`src/design/rrsw_pkg.sv`:
```
// Shared types and constants for the round-robin scheduler wake-hint unit.
`timescale 1ns / 1ps

package rrsw_pkg;

  // Event codes carried on the operation field.
  localparam logic [2:0] OP_RESCHED    = 3'd0;
  localparam logic [2:0] OP_BLOCK      = 3'd1;
  localparam logic [2:0] OP_WAKE       = 3'd2;
  localparam logic [2:0] OP_SCHEDULE   = 3'd3;
  localparam logic [2:0] OP_SET_STATE  = 3'd4;
  localparam logic [2:0] OP_SET_CURR   = 3'd5;

  // Process state codes.
  localparam logic [1:0] ST_READY   = 2'd0;
  localparam logic [1:0] ST_RUNNING = 2'd1;
  localparam logic [1:0] ST_BLOCKED = 2'd2;
  localparam logic [1:0] ST_DEAD    = 2'd3;

  // Field widths of the event and result items.
  localparam int unsigned OP_W    = 3;
  localparam int unsigned PIDX_W  = 3;
  localparam int unsigned STATE_W = 2;
  localparam int unsigned COUNT_W = 32;

  // Commands from the controller to the datapath.
  typedef struct packed {
    logic load;  // Capture the request and the registered search result.
    logic exec;  // Apply the captured request and load the result register.
  } cmd_t;

endpackage

```
`src/design/rrsw_ctrl.sv`:
```
// Controller state machine that sequences each request through capture and execute.
`timescale 1ns / 1ps

module rrsw_ctrl (
  input  logic              clk,
  input  logic              rst_n,
  input  logic              in_valid,
  output logic              in_ready,
  output logic              out_valid,
  input  logic              out_ready,
  output rrsw_pkg::cmd_t    cmd
);

  typedef enum logic {
    S_IDLE,
    S_EXEC
  } state_t;

  state_t state_r, state_nxt;
  logic   out_valid_r, out_valid_nxt;

  // A new request is taken only when the result register is free or being drained.
  assign in_ready  = (state_r == S_IDLE) && (!out_valid_r || out_ready);
  assign out_valid = out_valid_r;

  assign cmd.load = in_valid && in_ready;
  assign cmd.exec = (state_r == S_EXEC);

  // Next state and result-valid flag.
  always_comb begin
    state_nxt     = state_r;
    out_valid_nxt = out_valid_r;
    if (out_valid_r && out_ready) begin
      out_valid_nxt = 1'b0;
    end
    unique case (state_r)
      S_IDLE: begin
        if (in_valid && in_ready) begin
          state_nxt = S_EXEC;
        end
      end
      S_EXEC: begin
        out_valid_nxt = 1'b1;
        state_nxt     = S_IDLE;
      end
      default: begin
        state_nxt = S_IDLE;
      end
    endcase
  end

  // State and registered outputs.
  always_ff @(posedge clk) begin
    if (!rst_n) begin
      state_r     <= S_IDLE;
      out_valid_r <= 1'b0;
    end else begin
      state_r     <= state_nxt;
      out_valid_r <= out_valid_nxt;
    end
  end

endmodule

```
`src/design/rrsw_datapath.sv`:
```
// Datapath holding the process table, scheduler state, search logic and result register.
`timescale 1ns / 1ps

module rrsw_datapath #(
  parameter int unsigned PROCESS_COUNT = 8
) (
  input  logic                                clk,
  input  logic                                rst_n,
  input  rrsw_pkg::cmd_t                      cmd,
  input  logic [rrsw_pkg::OP_W-1:0]           in_operation,
  input  logic [rrsw_pkg::PIDX_W-1:0]         in_proc_index,
  input  logic [rrsw_pkg::STATE_W-1:0]        in_new_state,
  output logic                                out_switched,
  output logic [rrsw_pkg::PIDX_W-1:0]         out_prev_proc,
  output logic [rrsw_pkg::PIDX_W-1:0]         out_next_proc,
  output logic                                out_has_current,
  output logic [rrsw_pkg::COUNT_W-1:0]        out_switch_total
);

  // Slots beyond the addressable index range can never leave the dead state,
  // so only the addressable ones are stored and searched.
  localparam int unsigned MAX_ADDR = 1 << rrsw_pkg::PIDX_W;
  localparam int unsigned SLOTS    = (PROCESS_COUNT < MAX_ADDR) ? PROCESS_COUNT : MAX_ADDR;
  localparam int unsigned IW       = $clog2(SLOTS);
  localparam logic [rrsw_pkg::PIDX_W:0] SLOTS_CMP = (rrsw_pkg::PIDX_W + 1)'(SLOTS);
  localparam logic [IW:0]               SLOTS_W   = (IW + 1)'(SLOTS);

  // Scheduler state.
  logic [rrsw_pkg::STATE_W-1:0] states_r   [SLOTS];
  logic [rrsw_pkg::STATE_W-1:0] states_nxt [SLOTS];
  logic [IW-1:0]                cur_r, cur_nxt;
  logic                         cur_valid_r, cur_valid_nxt;
  logic                         pending_r, pending_nxt;
  logic [IW-1:0]                reader_r, reader_nxt;
  logic                         reader_valid_r, reader_valid_nxt;
  logic [IW-1:0]                hint_r, hint_nxt;
  logic                         hint_valid_r, hint_valid_nxt;
  logic [rrsw_pkg::COUNT_W-1:0] count_r, count_nxt;

  // Captured request and search result.
  logic [rrsw_pkg::OP_W-1:0]    op_r;
  logic [rrsw_pkg::PIDX_W-1:0]  idx_r;
  logic [rrsw_pkg::STATE_W-1:0] ns_r;
  logic                         found_r;
  logic [IW-1:0]                pick_r;

  // Result register.
  logic                         res_sw_r;
  logic [rrsw_pkg::PIDX_W-1:0]  res_prev_r;
  logic [rrsw_pkg::PIDX_W-1:0]  res_next_r;
  logic                         res_cur_valid_r;
  logic [rrsw_pkg::COUNT_W-1:0] res_count_r;

  logic                         rr_found;
  logic [IW-1:0]                rr_pick;
  logic                         hint_ok;
  logic                         do_run;
  logic                         idx_in_range;
  logic [IW-1:0]                idx_slot;

  // Rotating priority search: first runnable slot after the current one.
  // Walking the offsets downward leaves the nearest match in the result.
  always_comb begin
    logic [IW:0] cand;
    rr_found = 1'b0;
    rr_pick  = '0;
    for (int k = SLOTS - 1; k >= 1; k--) begin
      cand = {1'b0, cur_r} + (IW + 1)'(k);
      if (cand >= SLOTS_W) begin
        cand = cand - SLOTS_W;
      end
      if (!states_r[cand[IW-1:0]][1]) begin
        rr_found = 1'b1;
        rr_pick  = cand[IW-1:0];
      end
    end
  end

  // A valid, runnable hint other than the current process wins over the ring.
  assign hint_ok = hint_valid_r && (hint_r != cur_r) && !states_r[hint_r][1];

  // Capture the request together with the chosen successor.
  always_ff @(posedge clk) begin
    if (cmd.load) begin
      op_r    <= in_operation;
      idx_r   <= in_proc_index;
      ns_r    <= in_new_state;
      found_r <= hint_ok || rr_found;
      pick_r  <= hint_ok ? hint_r : rr_pick;
    end
  end

  assign idx_in_range = ({1'b0, idx_r} < SLOTS_CMP);
  assign idx_slot     = idx_r[IW-1:0];

  // Apply the captured request.
  always_comb begin
    states_nxt       = states_r;
    cur_nxt          = cur_r;
    cur_valid_nxt    = cur_valid_r;
    pending_nxt      = pending_r;
    reader_nxt       = reader_r;
    reader_valid_nxt = reader_valid_r;
    hint_nxt         = hint_r;
    hint_valid_nxt   = hint_valid_r;
    do_run           = 1'b0;

    case (op_r)
      rrsw_pkg::OP_RESCHED: begin
        pending_nxt = 1'b1;
      end
      rrsw_pkg::OP_BLOCK: begin
        if (cur_valid_r) begin
          states_nxt[cur_r] = rrsw_pkg::ST_BLOCKED;
          reader_nxt        = cur_r;
          reader_valid_nxt  = 1'b1;
          do_run            = 1'b1;
        end
      end
      rrsw_pkg::OP_WAKE: begin
        if (reader_valid_r && (states_r[reader_r] == rrsw_pkg::ST_BLOCKED)) begin
          states_nxt[reader_r] = rrsw_pkg::ST_READY;
          reader_valid_nxt     = 1'b0;
          hint_nxt             = reader_r;
          hint_valid_nxt       = 1'b1;
          pending_nxt          = 1'b1;
        end
      end
      rrsw_pkg::OP_SCHEDULE: begin
        do_run = pending_r && cur_valid_r;
      end
      rrsw_pkg::OP_SET_STATE: begin
        if (idx_in_range) begin
          states_nxt[idx_slot] = ns_r;
        end
      end
      rrsw_pkg::OP_SET_CURR: begin
        if (idx_in_range) begin
          cur_nxt       = idx_slot;
          cur_valid_nxt = 1'b1;
        end
      end
      default: begin
      end
    endcase

    // A schedule run consumes the pending flag and the hint.
    if (do_run) begin
      pending_nxt    = 1'b0;
      hint_valid_nxt = 1'b0;
    end

    // The switch itself: demote a running predecessor, promote the successor.
    if (do_run && found_r) begin
      if (states_nxt[cur_r] == rrsw_pkg::ST_RUNNING) begin
        states_nxt[cur_r] = rrsw_pkg::ST_READY;
      end
      states_nxt[pick_r] = rrsw_pkg::ST_RUNNING;
      cur_nxt            = pick_r;
    end
  end

  // Count every switch.
  always_comb begin
    count_nxt = count_r;
    if (do_run && found_r) begin
      count_nxt = count_r + rrsw_pkg::COUNT_W'(1);
    end
  end

  // Scheduler state registers.
  always_ff @(posedge clk) begin
    if (!rst_n) begin
      for (int i = 0; i < SLOTS; i++) begin
        states_r[i] <= rrsw_pkg::ST_DEAD;
      end
      cur_r          <= '0;
      cur_valid_r    <= 1'b0;
      pending_r      <= 1'b0;
      reader_r       <= '0;
      reader_valid_r <= 1'b0;
      hint_r         <= '0;
      hint_valid_r   <= 1'b0;
      count_r        <= '0;
    end else if (cmd.exec) begin
      for (int i = 0; i < SLOTS; i++) begin
        states_r[i] <= states_nxt[i];
      end
      cur_r          <= cur_nxt;
      cur_valid_r    <= cur_valid_nxt;
      pending_r      <= pending_nxt;
      reader_r       <= reader_nxt;
      reader_valid_r <= reader_valid_nxt;
      hint_r         <= hint_nxt;
      hint_valid_r   <= hint_valid_nxt;
      count_r        <= count_nxt;
    end
  end

  // Result register, loaded as the request executes.
  always_ff @(posedge clk) begin
    if (cmd.exec) begin
      res_sw_r        <= do_run && found_r;
      res_prev_r      <= rrsw_pkg::PIDX_W'(cur_r);
      res_next_r      <= rrsw_pkg::PIDX_W'(cur_nxt);
      res_cur_valid_r <= cur_valid_nxt;
      res_count_r     <= count_nxt;
    end
  end

  assign out_switched     = res_sw_r;
  assign out_prev_proc    = res_prev_r;
  assign out_next_proc    = res_next_r;
  assign out_has_current  = res_cur_valid_r;
  assign out_switch_total = res_count_r;

endmodule

```
`src/design/round_robin_scheduler_wake_hint_unit.sv`:
```
// Top level of the round-robin scheduler wake-hint unit.
// Each request is one scheduler event and yields exactly one result. In the
// cycle a request is accepted the rotating priority search over the process
// table (at most eight slots) and the wake-hint check are registered, and in the
// next cycle the event is applied to the process table and the result register
// is loaded. The input is ready again once the controller is back in idle, as
// long as the result register is empty or being drained in the same cycle, so
// a request is not accepted until the previous one has executed. The process
// table is cleared to dead by reset; no clearing pass is needed.
`timescale 1ns / 1ps

module round_robin_scheduler_wake_hint_unit #(
  parameter int unsigned PROCESS_COUNT = 8
) (
  input  logic                          clk,
  input  logic                          rst_n,
  input  logic                          in_valid,
  output logic                          in_ready,
  input  logic [rrsw_pkg::OP_W-1:0]     in_operation,
  input  logic [rrsw_pkg::PIDX_W-1:0]   in_proc_index,
  input  logic [rrsw_pkg::STATE_W-1:0]  in_new_state,
  output logic                          out_valid,
  input  logic                          out_ready,
  output logic                          out_switched,
  output logic [rrsw_pkg::PIDX_W-1:0]   out_prev_proc,
  output logic [rrsw_pkg::PIDX_W-1:0]   out_next_proc,
  output logic                          out_has_current,
  output logic [rrsw_pkg::COUNT_W-1:0]  out_switch_total
);

  rrsw_pkg::cmd_t cmd;

  // Sequencing of requests and the result handshake.
  rrsw_ctrl u_ctrl (
    .clk       (clk),
    .rst_n     (rst_n),
    .in_valid  (in_valid),
    .in_ready  (in_ready),
    .out_valid (out_valid),
    .out_ready (out_ready),
    .cmd       (cmd)
  );

  // Process table, scheduler state and result register.
  rrsw_datapath #(
    .PROCESS_COUNT (PROCESS_COUNT)
  ) u_datapath (
    .clk              (clk),
    .rst_n            (rst_n),
    .cmd              (cmd),
    .in_operation     (in_operation),
    .in_proc_index    (in_proc_index),
    .in_new_state     (in_new_state),
    .out_switched     (out_switched),
    .out_prev_proc    (out_prev_proc),
    .out_next_proc    (out_next_proc),
    .out_has_current  (out_has_current),
    .out_switch_total (out_switch_total)
  );

endmodule
```
`config.mk`:
```
export PLATFORM = sky130hd
export DESIGN_NAME = round_robin_scheduler_wake_hint_unit
export DESIGN_NICKNAME = d
export VERILOG_FILES = /design/src/design/rrsw_pkg.sv /design/src/design/rrsw_ctrl.sv /design/src/design/rrsw_datapath.sv /design/src/design/round_robin_scheduler_wake_hint_unit.sv
export SDC_FILE = /design/constraint.sdc
export NUM_CORES = 1
export LEC_CHECK = 0
export BUFFER_PORTS_ARGS = -buffer_cell sky130_fd_sc_hd__buf_2
export CAP_MARGIN = 40
export CORE_UTILIZATION = 45
export DETAILED_ROUTE_END_ITERATION = 16
export PLACE_DENSITY = 0.74
export SETUP_SLACK_MARGIN = 0.4
export SYNTH_ARGS = -nofsm -noshare
export SYNTH_HDL_FRONTEND = slang
export SYNTH_SLANG_ARGS = --single-unit
```
`constraint.sdc`:
```
create_clock -name clk -period 4.6 [get_ports clk]
set_input_delay 0.46 -clock clk [delete_from_list [all_inputs] [get_ports clk]]
set_output_delay 0.46 -clock clk [all_outputs]
set_load 0.02 [all_outputs]
```
[Yosys cells after proc, flatten, opt, wreduce, memory -nomap -nowiden]
Cells that the tools add are included.
Word-level totals
  latch bits: 0
  logic and storage cells: 212
  register bits: 115
  memory bits (read-only): 0
  memory bits (writable): 0
  input bits: 12
  memories: 0
Operators by class
  divide/modulo/power cells: 0
  shift operators: 0
  magnitude comparators: 23
  multipliers: 0
  equality and inequality tests: 11
  reductions and logical operators: 27
  bitwise gates (word level): 23
  mux-type cells: 85
  add/subtract/negate cells: 15
Operators with widths (number)
  $mux 16: 5
  $ge 4x4->1 const B: 19
  $bmux 2 s3: 10
  $mux 3: 17
  $mux 2: 24
  $not 3->4: 12
  $pmux 16 s3: 1
  $add 32x1->32 const B: 1
  $and 16x16->16: 2
  $mux 32: 1
  $not 16->16: 2
  $demux 2 s3: 4
  $sub 3x1->3 const B: 7
  $mux 1: 18
  $add 3x3->4 const B: 4
  $and 8x8->8: 2
  $bwmux 16: 1
  $lt 4x1->1 const B: 4
  $not 8->8: 2
  $or 8x8->8: 2
  $logic_and 1x1->1: 12
  $reduce_and 3->1: 4
  $add 3x2->4 const B: 2
  $pmux 1 s2: 4
  other kinds (16): 24

[Logic depth before layout (Yosys ltp)]
  word-level depth: 17
  mapped depth: 13

[Modules after synthesis]
Synthesis repeated with hierarchy kept, for this count alone.
Second synthesis, totals
  cells, all modules: 738
  area total of the unflattened synthesis: 6991.7 um^2
Modules (own cells, without submodules)
  rrsw_datapath: times used 1, sequential area each 2782.7 um^2, area an instance 6895.4 um^2, cells each 730
  rrsw_ctrl: times used 1, sequential area each 40.0 um^2, area an instance 96.3 um^2, cells each 8

[Worst setup path before layout]
No wires, ideal clock.
  kind: register to register
  start point: register u_datapath.cur_r[0]
  end point: register u_datapath.pick_r[2], data pin
  library setup time: 0.270 ns
  arrival: 3.156 ns
  data required time: 4.330 ns
  path slack: 1.174 ns
  period minus slack after synthesis: 3.426 ns
  stages on the path, launching flop included: 13
  path buffers: 3
  path through: dfxtp_1 > clkbuf_1 > clkbuf_1 > inv_1 > ha_1 > clkbuf_1 > mux4_2 > nor2b_1 > o31ai_1 > nand2_1 > a21oi_1 > o22a_1 > o22ai_1
On the way
  longest elaborated chain between the ends: 15
  elaborated cells between the ends (all ways): 67
  classes of those cells: add/sub: 14; order compare: 7; eq/ne: 1; mux: 36; bitwise: 7; reduce/logical: 2
RTL lines
  start: declaration: RTL line rrsw_datapath.sv:31  | logic [IW-1:0] cur_r, cur_nxt;
  start signal: assignment: RTL line rrsw_datapath.sv:189  | cur_r <= cur_nxt;
  $add 3x3->4: RTL line rrsw_datapath.sv:68  | cand = {1'b0, cur_r} + (IW + 1)'(k);
  $ge 4x4->1 / $sub 3x1->3 (equally long branches): RTL line rrsw_datapath.sv:69, rrsw_datapath.sv:70
  $mux 3: RTL line rrsw_datapath.sv:69  | if (cand >= SLOTS_W) begin
  $not 3->4 (implied by the code): RTL line rrsw_datapath.sv:72  | if (!states_r[cand[IW-1:0]][1]) begin
  $bmux 2 s3: RTL line rrsw_datapath.sv:72
  $mux 2 (implied by the code) (2 in a row): RTL line rrsw_datapath.sv:72
  $mux 3 (7 in a row): RTL line rrsw_datapath.sv:72
  $mux 3 *: RTL line rrsw_datapath.sv:89  | pick_r <= hint_ok ? hint_r : rr_pick;
  end signal: assignment: RTL line rrsw_datapath.sv:89
  end: declaration: RTL line rrsw_datapath.sv:45  | logic [IW-1:0] pick_r;
Mark *: on every way between the ends. The rest lies on a longest branch, timed or not. The select of a mux whose other input is x is not followed.
A chain may end at the register's enable or synchronous reset.

[Worst setup path after layout]
  start point: register u_datapath.op_r[0] (netlist name)
  end point: register u_datapath.states_r[6] (netlist name)
On the way
  longest elaborated chain between the ends: 10
  elaborated cells between the ends (all ways): 16
  classes of those cells: eq/ne: 5; mux: 8; bitwise: 2; reduce/logical: 1
RTL lines
  start: declaration: RTL line rrsw_datapath.sv:41  | logic [rrsw_pkg::OP_W-1:0] op_r;
  start signal: assignment: RTL line rrsw_datapath.sv:85  | op_r <= in_operation;
  $eq 3x3->1 (tied with other cells): RTL line rrsw_datapath.sv:108  | case (op_r)
  $pmux 16 s3: RTL line rrsw_datapath.sv:108
  $bmux 2 s3: RTL line rrsw_datapath.sv:155  | if (states_nxt[cur_r] == rrsw_pkg::ST_RUNNING) begin
  $mux 2 (implied by the code) (2 in a row): RTL line rrsw_datapath.sv:155
  $eq 2x1->1: RTL line rrsw_datapath.sv:155
  $mux 16: RTL line rrsw_datapath.sv:155
  $mux 16: RTL line rrsw_datapath.sv:154  | if (do_run && found_r) begin
  $or 8x8->8 (no line)
  $mux 16 *: RTL line rrsw_datapath.sv:154
  end signal: indexed assignment: RTL line rrsw_datapath.sv:175  | states_r[i] <= rrsw_pkg::ST_DEAD;
  end signal: indexed assignment: RTL line rrsw_datapath.sv:187  | states_r[i] <= states_nxt[i];
  end: declaration: RTL line rrsw_datapath.sv:29  | logic [rrsw_pkg::STATE_W-1:0] states_r [SLOTS];
Marks and branches as above.

==> impl_results.md <==
- Status: complete, no violations
- Number of flops mapped to enable cells by yosys: 52
- Syn nets: 708
- DRC: 0
- # IOs: 54
- Final period utilization: 0.729
- Vias in the first global route: around 5500
- R2R Path Start: u_datapath.op_r[0]
- Ys Warns: 0
- Leading post-synthesis cells by cell area: edfxtp_1 (24%), dfxtp_1 (19%), xor2_1 (5.8%)
- Vias/cell: 6.23
- Detailed placement HPWL: between 10000 and 15000 µm
- CTS tree: yes
- Leakage: 2.82 nW
- Max Cap Viol: 0
- Core area: 14100 µm²
- Initial core utilization: 0.468
- Global-route wire length before repair: between 20000 and 30000 µm
- CP Launch Point: u_datapath.op_r[0]
- Wirelength per Cell: 20.4 µm
- RR Endpoint: u_datapath.states_r[6]
- Pwr dens: 362 nW/µm²
- Total CTS buffers: 17
- Worst Setup EP: u_datapath.states_r[6]
- Synth-to-Final Area Change: 15.8%
- Main synth FF type: dfxtp_1
- Drt pass-1 iters: 5
- Post-synthesis area per instance: 9.58 µm²
- Tightest hold margin: roughly 0.22 ns
- Inserted Diodes: 0
- PortBufs: 53
- Die area: about 15000 µm²
- Layout fillers: 1249
- Post-CTS setup buffer count: 0
- Detail Route Antenna Nets: 0
- Fin nets: 755
- CTS clk-pin slew, worst paths: 0.05 ns
- Synthesized cell area: 6600 µm²
- Seq/Total Area, Yosys: 0.427
- Post-CTS Resized: 0
- Final setup viols: 0
- FF+latch count, synth: 115
- Total chip power: approximately 2.8 mW
- FFs w/ async S/R, synth: 0
- Via count: ~5800
- Initial antenna violation count: 0
- DRT Wirelength: 19000 µm
- Final RePlAce weighted congestion: 0.949
- Final Hold Fails: 0
- Share of Yosys cell area claimed by the top area cell type: 0.236
- Worst slew pin tran: roughly 0.94 ns
- Clk buf depth: 2
- Min Tclk post-route: 3.36 ns
- CTS Root Cell: clkbuf_16
- Largest net degree at the start of global routing: 54
- Die Wd: ~120 µm
- Area leader, netlist: edfxtp_1
- Final setup TNS: 0 ns
- Commonest non-fill, non-tap cell in the layout: nand2_1
- Clk sinks: 115
- Fmax achieved: 298 MHz
- Flop2flop setup slack: approximately 1.2 ns
- H-tree Lvls: 4
- DRT iter0 DRCs: 507
- Post-CTS Hold Fix Bufs: 0
- Final Max Slew Viols: 0
- Worst clock skew: 0.00776 ns
- Die height: between 100 and 150 µm
- FF-to-FF path depth: 8
- Worst hold path class: input pin to register
- Most frequent cells in the layout: nand2_1 (71), nor2_1 (68), dfxtp_1 (62)
- Global-route usage over all layers: 0.265
- CP Class: register to register
- Share of cells above drive strength 1: 0.178
- Endpoint class of the critical path: register
- Normalized max-slew margin: 0.369
- Gr ovfl total: 0
- Req. time, crit path: just under 5 ns
- Std cell rows: 43
- Critical Path Fanout Max: 13
- RSZ-0062 raised after global routing: no
- Startpoint Class: register
- Post-Synthesis Cells: slightly below 700
- Yosys cell types: a little under 80
- Worst-Skew Late Latency: 0.41 ns
- Critical Path AT: ~3.7 ns
- Maximum VDD drop: 0.275 mV
-- metal layers --
metal	GRT usage	vias to the layer above	part of all wire	routed length, µm
li1	-	2623	-	-
met1	0.331	2889	0.42	7990
met2	0.456	232	0.51	9590
met3	0.0447	35	0.052	995
met4	0.0971	0	0.021	391
met5	0	-	0	0
-- cell type report --
cell class                 instances  area, µm²  area share
clock inverter                    10        158      0.0206
clock buffer                      21        460      0.0602
inverter                          15       56.3     0.00736
sequential                       115       2820       0.369
tap                              180        225      0.0295
multi-input combinational        519       3540       0.464
timing repair buffer              68        378      0.0494
-- kinds of logic (layout without fill, tap and decap cells) --
group | Yosys count | count (layout) | share of synthesized area
AND/OR/NAND/NOR | 283 | 283 | 0.227
AO/OA/AOI/OAI | 139 | 139 | 0.147
flip-flops | 115 | 115 | 0.427
XOR/XNOR | 63 | 63 | 0.0836
buffers and inverters | 55 | 114 | 0.0358
multiplexers | 27 | 27 | 0.0659
adder cells (fa/ha/maj) | 7 | 7 | 0.0133
-- sequential cells by signal, indices dropped and copies added (netlist names), 2 cells and up --
register	flops
u_datapath.pick_r	3
u_datapath.count_r	32
u_datapath.out_switch_total	32
u_datapath.reader_r	3
u_datapath.ns_r	2
u_datapath.hint_r	3
u_datapath.idx_r	3
u_datapath.out_prev_proc	3
u_datapath.states_r	16
u_datapath.out_next_proc	3
u_datapath.cur_r	3
u_datapath.op_r	3
-- synth_stat cells (7+ instances only) --
library cell / n
nand4_1: 13
xor2_1: 44
ha_1: 7
inv_1: 13
nor3_1: 13
nand2b_1: 9
dfxtp_1: 63
o21ai_0: 27
nor2b_1: 7
xnor2_1: 19
nor2_1: 68
a21oi_1: 33
nand2_1: 71
clkbuf_1: 26
and2_1: 11
nand3_1: 33
buf_2: 8
o211ai_1: 7
and3_1: 15
edfxtp_1: 52
mux2i_1: 12
mux4_2: 13
-- worst max-delay path: stages, from the launching register on --
cell and delay, ns:
edfxtp_1 0.54, nor3b_2 0.53, o311ai_1 0.28, o311ai_0 0.56, a41o_1 0.26, a21oi_2 0.06
nor4_4 0.50, a22oi_1 0.18, o32a_1 0.33
-- stage by stage --
step	instance area (µm²)	setup WS [ns]	util	cells
global route	7650	0.992	0.542	928
detailed placement	7030	1.36	0.499	897
finish	7650	1.24	0.542	928
global placement	7030	1.41	0.499	897
floorplan	6600	1.17	-	689
CTS	7650	1.34	0.542	928
-- how the worst min path moves through the flow --
stage,cells after the start,end,from
after floorplan,2,u_datapath.hint_valid_r,u_datapath.hint_valid_r
after detailed placement,2,u_datapath.hint_valid_r,u_datapath.hint_valid_r
after global placement,2,u_datapath.hint_valid_r,u_datapath.hint_valid_r
after CTS,1,u_datapath.ns_r[1],in_new_state[1]
after global routing,1,u_datapath.ns_r[0],in_new_state[0]
final,1,u_datapath.ns_r[1],in_new_state[1]
-- power by group --
group          switching (mW)  internal, mW
clock                   0.449         0.927
sequential             0.0431          1.10
combinational           0.151        0.0915
total                   0.642          2.12
Power figures use the tool's default switching activity.
